==> config.mk <==
export PLATFORM = sky130hd
export DESIGN_NAME = iprt_cell
export DESIGN_NICKNAME = d
export VERILOG_FILES = /design/src/rtl/iprt_pkg.sv /design/src/rtl/iprt_cell.sv
export SDC_FILE = /design/constraint.sdc
export NUM_CORES = 1
export LEC_CHECK = 0
export ABC_CLOCK_PERIOD_IN_PS = 5300
export BUFFER_PORTS_ARGS = -buffer_cell sky130_fd_sc_hd__buf_2
export CAP_MARGIN = 20
export CORE_AREA = 2 2 242 244
export DETAILED_ROUTE_END_ITERATION = 10
export DIE_AREA = 0 0 244 246
export PLACE_DENSITY = 0.53
export SLEW_MARGIN = 10
export SYNTH_ARGS = -nofsm -noshare
export SYNTH_HDL_FRONTEND = slang
export SYNTH_SLANG_ARGS = --single-unit
==> constraint.sdc <==
create_clock -name clk -period 5.3 [get_ports clk]
set_input_delay 0.53 -clock clk [delete_from_list [all_inputs] [get_ports clk]]
set_output_delay 0.53 -clock clk [all_outputs]
set_load 0.01 [all_outputs]
==> src/rtl/iprt_pkg.sv <==
package iprt_pkg;

	// default table depth, used by the top level
	localparam int ENTRIES_DEF = 16;

	// widths fixed by the word formats
	localparam int ADDR_W   = 32;
	localparam int IFACE_W  = 8;
	localparam int HIDX_W   = 4;
	localparam int SLOT_W   = 8;
	localparam int STAT_W   = 2;
	localparam int PADDR_W  = 3;
	localparam int PDATA_W  = 32;

	// register map (word index)
	localparam logic [0:0] REG_TABLE_ENABLE = 1'b0;

	// command codes
	localparam logic CMD_ADD    = 1'b0;
	localparam logic CMD_LOOKUP = 1'b1;

	// result status codes
	typedef enum logic [STAT_W-1:0] {
		ST_OK      = 2'd0,
		ST_UNREACH = 2'd1,
		ST_FULL    = 2'd2,
		ST_NOSUP   = 2'd3
	} status_t;

	// one stored route
	typedef struct packed {
		logic [ADDR_W-1:0]  network;
		logic [ADDR_W-1:0]  mask;
		logic [ADDR_W-1:0]  gateway;
		logic [IFACE_W-1:0] iface;
		logic               dflt;
	} entry_t;

	// write request broadcast to the cells
	typedef struct packed {
		logic              en;
		logic [SLOT_W-1:0] slot;
		entry_t            ent;
	} wr_t;

	// search token that walks down the chain
	typedef struct packed {
		logic              valid;
		logic [ADDR_W-1:0] dest;
		logic              hit;
		logic [HIDX_W-1:0] hit_idx;
		entry_t            hit_ent;
		logic              dfl;
		logic [HIDX_W-1:0] dfl_idx;
		entry_t            dfl_ent;
	} token_t;

	// one result word
	typedef struct packed {
		status_t           status;
		logic [HIDX_W-1:0] hit_index;
		entry_t            ent;
	} result_t;

endpackage

==> src/rtl/iprt_cell.sv <==
module iprt_cell #(
	parameter int ENTRIES = 16,
	parameter int IDX     = 0
) (
	input  logic                            clk,
	input  logic                            arst_n,
	input  logic                            adv,
	input  logic [$clog2(ENTRIES+1)-1:0]    count,
	input  iprt_pkg::wr_t                   wr,
	input  iprt_pkg::token_t                tok_in,
	output iprt_pkg::token_t                tok_out
);
	import iprt_pkg::*;

	localparam int CW = $clog2(ENTRIES + 1);

	entry_t entry_q;
	token_t tok_q;
	token_t tok_nxt;
	logic   active;
	logic   match;

	// route slot owned by this cell
	always_ff @(posedge clk) begin
		if (wr.en && wr.slot == SLOT_W'(IDX)) begin
			entry_q <= wr.ent;
		end
	end

	assign active = count > CW'(IDX);
	assign match  = (tok_in.dest & entry_q.mask) == (entry_q.network & entry_q.mask);

	// first prefix hit and first default route win
	always_comb begin
		tok_nxt = tok_in;
		if (tok_in.valid && active) begin
			if (!tok_in.hit && match) begin
				tok_nxt.hit     = 1'b1;
				tok_nxt.hit_idx = HIDX_W'(IDX);
				tok_nxt.hit_ent = entry_q;
			end
			if (!tok_in.dfl && entry_q.dflt) begin
				tok_nxt.dfl     = 1'b1;
				tok_nxt.dfl_idx = HIDX_W'(IDX);
				tok_nxt.dfl_ent = entry_q;
			end
		end
	end

	// token hop to the next cell
	always_ff @(posedge clk or negedge arst_n) begin
		if (!arst_n) begin
			tok_q <= '0;
		end else if (adv) begin
			tok_q <= tok_nxt;
		end
	end

	assign tok_out = tok_q;

endmodule

## Word level (Yosys, flattened, before mapping)

Index checks and enable logic that the tools add are counted.

| storage, ports and cells | value |
|---|---|
| register bits after elaboration | 358 |
| output and inout bits | 253 |
| input bits | 375 |

| cells by class | value |
|---|---|
| eq/ne operators | 1 |
| bitwise logic cells | 2 |
| reduce and logical (&&, ||, !) cells | 7 |
| mux-type cells | 3 |
| magnitude comparators | 1 |

Operator list:

| kind | number |
|---|---|
| two-way mux 110 bit | 2 |
| two-way mux 220 bit | 1 |
| bitwise AND 32 bit | 2 |
| == test 32 bit | 1 |
| zero test 8 bit | 1 |
| greater-than comparator 5 x 1 -> 1 bit (second input constant) | 1 |
| logical AND 1 bit | 4 |
| zero test 1 bit | 2 |

## Logic depth before layout (Yosys ltp)

Gate-level depths: netlist (run 1).

| depth | value |
|---|---|
| depth after elaboration | 5 |
| gate-level depth with buffers | 9 |
| depth with buffers taken out | 6 |

## Worst setup path after synthesis (run 1)

Ideal clock, no wire load.

| path | value |
|---|---|
| path type | input -> register |
| start point | input wr[107] in the netlist's numbering |
| end point | register entry_q[0] in the netlist's numbering, enable pin |
| cell stages on the path | 3 |
| library setup time | 838 ps |
| buffers on the path | 0 |
| slack | -6,318 ps |
| arrival | 10,780 ps |
| required time | 4,462 ps |
| cell sequence | nor4_1 nand3b_1 nor4_1 |

| between the ends | value |
|---|---|
| longest elaborated chain between the ends | 2 |

Ends and longest elaborated chain:

| what | RTL line | text |
|---|---|---|
| start: declaration | iprt_cell.sv:9 | `input iprt_pkg::wr_t wr,` |
| zero test 8 bit | iprt_cell.sv:25 | `if (wr.en && wr.slot == SLOT_W'(IDX)) begin` |
| logical AND 1 bit | iprt_cell.sv:25 |  |
| end signal: assignment | iprt_cell.sv:26 | `entry_q <= wr.ent;` |
| end: declaration | iprt_cell.sv:17 | `entry_t entry_q;` |

Every way passes these cells.
A chain may end at the register's enable or synchronous reset.

## Worst setup path in the final report (run 1)

| path | value |
|---|---|
| start point | register entry_q[103] in the netlist's numbering |
| end point | register tok_q, in the netlist tok_out[179] |

| between the ends | value |
|---|---|
| longest elaborated chain between the ends | 5 |

Ends and longest elaborated chain:

| what | RTL line | text |
|---|---|---|
| bitwise AND 32 bit | iprt_cell.sv:31 | `assign match = (tok_in.dest & entry_q.mask) == (entry_q.network & entry_q.mask);` |
| == test 32 bit | iprt_cell.sv:31 |  |
| logical AND 1 bit | iprt_cell.sv:37 | `if (!tok_in.hit && match) begin` |
| two-way mux 110 bit | iprt_cell.sv:37 |  |
| two-way mux 220 bit | iprt_cell.sv:36 | `if (tok_in.valid && active) begin` |
| end signal: assignment | iprt_cell.sv:55 | `tok_q <= tok_nxt;` |
| end: declaration | iprt_cell.sv:18 | `token_t tok_q;` |

Every way passes these cells.

==> results of run 1 <==
[cells by family (layout without fill, tap and decap cells)]
logic type / Yosys count / after routing / synth area share
XOR/XNOR: 32 / 32 / 0.0177
AO/OA/AOI/OAI: 512 / 512 / 0.194
buffers and inverters: 246 / 842 / 0.0618
AND/OR/NAND/NOR: 375 / 375 / 0.102
flip-flops: 358 / 358 / 0.600
multiplexers: 33 / 33 / 0.0235
other: 0 / 16 / 0
[Yosys cell counts]
cell type    n
nor2_1     315
a21oi_1    274
dfrtp_1    253
clkbuf_1   120
inv_1      111
edfxtp_1   105
o21ai_0     94
o41a_1      64
or4_1       44
a31oi_1     42
mux2_2      33
xnor2_1     24
o21ai_1     15
o22ai_1     10
xor2_1       8
buf_6        6
a31o_1       4
clkbuf_2     4
nand3_1      4
nor2b_1      4
buf_1        3
nor4_1       3
a221oi_1     2
a22oi_1      2
buf_2        2
nand3b_1     2
o21a_1       2
o221ai_1     2
nand4_1      1
o211ai_1     1
or3_1        1
or3_4        1
[registers in the layout (all words and copies together), names as in the netlist]
signal / count
tok_out: 253
entry_q: 105
[timing repair]
action | 4_1_cts | 5_1_grt
buffers inserted | 0 | 0
hold buffers | 1 | 0
hold endpoints to repair | 64 | 0
setup endpoints to repair | 0 | 0
[worst max-delay path by stage]
stage | startpoint | endpoint | slack, ps | cells after the start
after CTS | entry_q[93]$_DFFE_PP_ | tok_out[179]$_DFFE_PN0P_ | 1580 | 7
after global placement | tok_in[250] | tok_out[149]$_DFFE_PN0P_ | 1490 | 8
final | entry_q[103]$_DFFE_PP_ | tok_out[179]$_DFFE_PN0P_ | 1670 | 7
after global routing | entry_q[92]$_DFFE_PP_ | tok_out[174]$_DFFE_PN0P_ | 1440 | 8
after detailed placement | tok_in[240] | tok_out[179]$_DFFE_PN0P_ | 1440 | 8
after floorplan | wr[107] | entry_q[0]$_DFFE_PP_ | 610 | 3
[critical path: cells and delay by family (launching register included)]
family | cells | cell delay [ps]
simple gates | 2 | 1240
compound gates | 3 | 750
xor+xnor | 1 | 590
buf+inv | 1 | 420
flops | 1 | 400
[through the flow]
step | power [uW] | util | setup WS, ps | instance area [um2]
final | 6980 | 0.367 | 1670 | 21100
after global routing | 7280 | 0.367 | 1440 | 21100
after CTS | 7070 | 0.367 | 1580 | 21000
after detailed placement | 4080 | 0.342 | 1440 | 19600
after global placement | 4060 | 0.342 | 1490 | 19600
after floorplan | 3560 | - | 609 | 15800
[power by group]
part           total [uW]  internal [uW]  switching, uW  leakage [uW]
logic                 892            378            515       0.00472
registers            3130           3030            100       0.00380
clock network        2960           1730           1230      0.000699
[layer usage]
| metal | part of all wire | vias up |
|---|---|---|
| met5 | 0.00054 | - |
| met4 | 0.031 | 6 |
| met3 | 0.070 | 99 |
| met2 | 0.48 | 565 |
| met1 | 0.42 | 6806 |
| li1 | - | 6607 |
[cell type report]
class                           count  area, um2
Clock buffer                       58       1220
Multi-Input combinational cell    952       5360
Tap cell                          765        957
Antenna cell                       16       40.0
Fill cell                        5838      36300
Sequential cell                   358       9480
Inverter                          111        417
Timing Repair Buffer              651       3410
Clock inverter                     22        181
==> metrics.txt, run 1 <==
Critical Path Max Stage Delay 650 ps; Area Growth Syn to Fin 33.4%; leak pwr 0.00921 uW; Slew Limit Fails 0; M2 GR Usage 0.324; row count 88; Final min period 3630 ps; CTS clk-pin slew, worst paths 60 ps; Worst Hold Depth 1; GP Congestion 0.879; number of port buffers 627; # setup viols final 0; Global Route Usage Sum 0.200; Via Count 14100; critical path required time 5780 ps; Bufs on Longest Clock Path 3; Setup crit start kind flip-flop; synth top area cells dfrtp_1, edfxtp_1, a21oi_1; worst r2r path cells 7; post-CTS sizing 0; Worst setup EP type flip-flop; synth unique cells 32; endpoints failing hold 0; clock net sink count 358; global-route wire length before repair 90300 um; worst hold path startpoint wr[18]; total CTS buffers 43; Syn Inst Count 1556; outcome finished, final reports clean; layout cell share with drive strength beyond 1 0.352; number of synthesis warnings 0; CP cell instances xnor2_1, o22ai_1, or4_1, or3_4, buf_4, o41a_1, a21oi_1; H-tree Lvls 2; DR DRC count 0; skew final 18.7 ps; most common cell after layout, fill and taps aside buf_2; cell taking the most area after synthesis dfrtp_1; Post-Syn Area 0.0158 mm2; RSZ-0062 raised after global routing no; critical path's slowest cell or3_4; Top Usage Layer GRT met2; Worst Hold End entry_q[18]$_DFFE_PP_; die area 0.0600 mm2; maximum clock rate 276 MHz; met3 GRT Util 0.0474; Initial Util 0.275; Syn Area/Cell 10.2 um2; Post-DRT Antenna Nets 0; syn nets 1931; post-synth top area share 0.401; M1 GR Usage 0.257; Rel. slew slack 0.294; Worst-Margin Slew 1060 ps; post-synthesis sequential area ratio 0.600; initial antenna violation count 18; max-cap check violation count 0; setup TNS 0 ps; Die H 246 um; vias in the first global route 13900; wire per inst 21.3 um; CP arrival 4110 ps; r2r startpoint entry_q[103]$_DFFE_PP_; vias per inst 4.80; drt total wl 62600 um; dpl hpwl 45100 um; Nets 2492; die width 244 um; HP Class in -> reg; Tcrit/Tclk final 0.685; Crit Path Max Fanout 56; cell area power density 331 mW/mm2; CTS tree built; clk_lat worst skew 570 ps; total congestion overflow 0; largest net degree at the start of global routing 142; core area 0.0574 mm2; R2R Setup Slk 1670 ps; Hold WS 131 ps; most frequent cells in the layout buf_2, nor2_1, a21oi_1; clk root buf clkbuf_16; VDD IR-drop max 205 uV; Placed Instances 2836; I/O pin count 628; Pre-antenna DRT Iters 5; synthesized flop and latch total 358; Crit Path Category reg -> reg; Reg2Reg Capture Point tok_out[179]$_DFFE_PN0P_; Finished Layout Cells 2933; DR iter-0 viols 863
(Power assumes the default switching activity.)
==> inputs of run 2 (changes only) <==
ABC_AREA = 1   (was default)
ABC_CLOCK_PERIOD_IN_PS = 3200   (was 5300)
CORE_AREA = 2 2 243 245   (was 2 2 242 244)
DIE_AREA = 0 0 245 247   (was 0 0 244 246)
PLACE_DENSITY = 0.55   (was 0.53)
clock period = 3.2 ns   (was 5.3 ns; I/O delays follow)
==> run 2 against run 1 <==
Against the previous run: clock power grew 59%; critical path depth grew 4; cell area grew 8.1%; largest power group unchanged; sequential power grew 66%; fmax rose by 47%; critical endpoint is now tok_out[175]$_DFFE_PN0P_.
==> metrics.txt, run 2 <==
initial antenna violation count 9; Worst setup EP type flip-flop; number of synthesis warnings 0; I/O pin count 628; cell taking the most area after synthesis dfrtp_1; most common cell after layout, fill and taps aside buf_2; wire per inst 19.1 um; number of port buffers 627; synth top area cells dfrtp_1, edfxtp_1, nand2_1; Initial Util 0.277; Worst Hold End tok_out[232]$_DFFE_PN0P_; cell area power density 506 mW/mm2; Synth Area in Simple Gates 0.200; most frequent cells in the layout buf_2, nand2_1, dfrtp_1; largest family of logic cells by synthesized area simple AND/OR/NAND/NOR gates; leak pwr 0.0114 uW; largest net degree at the start of global routing 124; critical path required time 3640 ps; CTS clk-pin slew, worst paths 60 ps; die area 0.0605 mm2; Syn Area/Cell 8.96 um2; Die H 247 um; total CTS buffers 42; FILL cells 5922; Layout Utilization 0.391; synthesized flop and latch total 358; Largest register FFs 253; Syn Inst Count 1799; outcome finished, final reports clean; VDD IR-drop max 463 uV; Nets 2876; RSZ-0062 raised after global routing no; design area 0.0228 mm2; max-cap check violation count 0; post-place setup slack 642 ps; post-synth top area share 0.393; Setup crit start kind flip-flop; Slew Limit Fails 0; clock net sink count 358; # setup viols final 0; Post-DRT Antenna Nets 0; Reg2Reg Capture Point tok_out[175]$_DFFE_PN0P_; Area Growth Syn to Fin 41.4%; row count 89; Global Route Usage Sum 0.202; CP arrival 2910 ps; global-route wire length before repair 94000 um; layout cell share with drive strength beyond 1 0.290; maximum clock rate 406 MHz; skew final 16.8 ps; Finished Layout Cells 3317; sequential cell area 0.00948 mm2; syn nets 2174; synth unique cells 21; Adder-Cell Fraction of Synth Area 0; endpoints failing hold 0; ys flop type dfrtp_1; Via Count 15800; Synth Area in XOR/XNOR 0; Multi-input gate area 0.00529 mm2; post-synthesis sequential area ratio 0.589; dpl hpwl 44300 um; Bufs on Longest Clock Path 3; clk_lat worst skew 560 ps; mux share of post-synthesis cell area 0; worst hold path startpoint tok_in[232]; Placed Instances 3108; worst r2r path cells 11; Worst-Margin Slew 942 ps; Rel. slew slack 0.372; CTS tree built; asr flop ratio synth 0.707; Final min period 2460 ps; vias per inst 4.76; number of enable flip-flop cells after synthesis 105; drt total wl 63500 um; r2r startpoint entry_q[70]$_DFFE_PP_; total congestion overflow 0; top-count cell post-synth nand2_1; Post-Syn Area 0.0161 mm2; Tcrit/Tclk final 0.770; post-CTS sizing 0; GP Congestion 0.901; Crit Path Category reg -> reg; placed instance area 0.0202 mm2; die width 245 um; core area 0.0582 mm2; HP Class in -> reg; Pre-antenna DRT Iters 5; clk root buf clkbuf_16; Crit Path Max Fanout 59; H-tree Lvls 2; Synth top cells by count nand2_1, dfrtp_1, inv_1; Worst Slack Setup Final 736 ps; DR iter-0 viols 803; R2R Setup Slk 740 ps; Worst Hold Depth 3; Compound-Gate Fraction of Synth Area 0.125; DR DRC count 0; vias in the first global route 15800
[run 2: cell types whose count changed after synthesis, moves of 40 or more]
cell | previous run | this run
nand2_1 | 0 | 446
nor2_1 | 315 | 36
a21oi_1 | 274 | 115
nand3_1 | 4 | 140
inv_1 | 111 | 227
nand4_1 | 1 | 105
o21a_1 | 2 | 104
o41a_1 | 64 | 0
or4_1 | 44 | 1
a31oi_1 | 42 | 2
[run 2: power breakdown]
part	leakage, uW	switching [uW]	internal [uW]	total, uW
sequential	0.00392	175	5010	5190
clock	0.000643	1980	2740	4720
combinational	0.00681	907	716	1620
total	0.0114	3060	8470	11500
[run 2: cell families (layout without fill, tap and decap cells)]
group           count (synthesis)  after routing
compound gates                349            349
buf+inv                       356           1091
flops                         358            358
other cells                     0             10
simple gates                  736            736
[run 2: final cells by class]
type                            instances  share of cell area
Antenna cell                           10             0.00110
Tap cell                              773              0.0425
Clock buffer                           63              0.0542
Clock inverter                         14             0.00407
Inverter                              232              0.0387
Sequential cell                       358               0.416
Timing Repair Buffer                  782               0.211
Multi-Input combinational cell       1085               0.232
[run 2: what timing repair did]
action	in CTS	in global routing
setup buffers	0	0
endpoints found under the hold margin	201	0
hold buffers	122	0
[run 2: how the worst max path moves through the flow]
stage                     startpoint                        to  slack [ps]  depth (start not counted)
5_1_grt        entry_q[68]$_DFFE_PP_  tok_out[193]$_DFFE_PN0P_         540                          9
4_1_cts        entry_q[54]$_DFFE_PP_  tok_out[193]$_DFFE_PN0P_         610                          9
2_1_floorplan                wr[108]      entry_q[0]$_DFFE_PP_       -1430                          2
3_3_place_gp   entry_q[68]$_DFFE_PP_  tok_out[193]$_DFFE_PN0P_         610                          9
3_5_place_dp   entry_q[54]$_DFFE_PP_  tok_out[193]$_DFFE_PN0P_         640                          9
6_report       entry_q[70]$_DFFE_PP_  tok_out[175]$_DFFE_PN0P_         740                         11
[run 2: through the flow]
| stage | total power [uW] | setup TNS, ps | hold WS (ps) |
|---|---|---|---|
| CTS | 11700 | 0 | 0.0179 |
| global route | 12000 | 0 | 7.20 |
| finish | 11500 | 0 | 30.2 |
| floorplan | 5900 | -150140 | 24.4 |
| global placement | 6760 | 0 | 424 |
| detailed placement | 6780 | 0 | 434 |
[run 2: routing by layer]
layer  share of wire  track usage
met4           0.043       0.0938
met2            0.49        0.343
met1            0.39        0.243
met5               0            0
met3           0.073       0.0472
[run 2: worst max-delay path: stages (launching register included)]
cell and delay [ps]:
edfxtp_1 520, nand2_1 120, nor2_1 40, nor2_1 90, nand2_1 60, nor2_1 260
nand2_1 230, nor2_4 240, buf_12 280, nand4_1 210, nand3_1 150, nand2_1 50
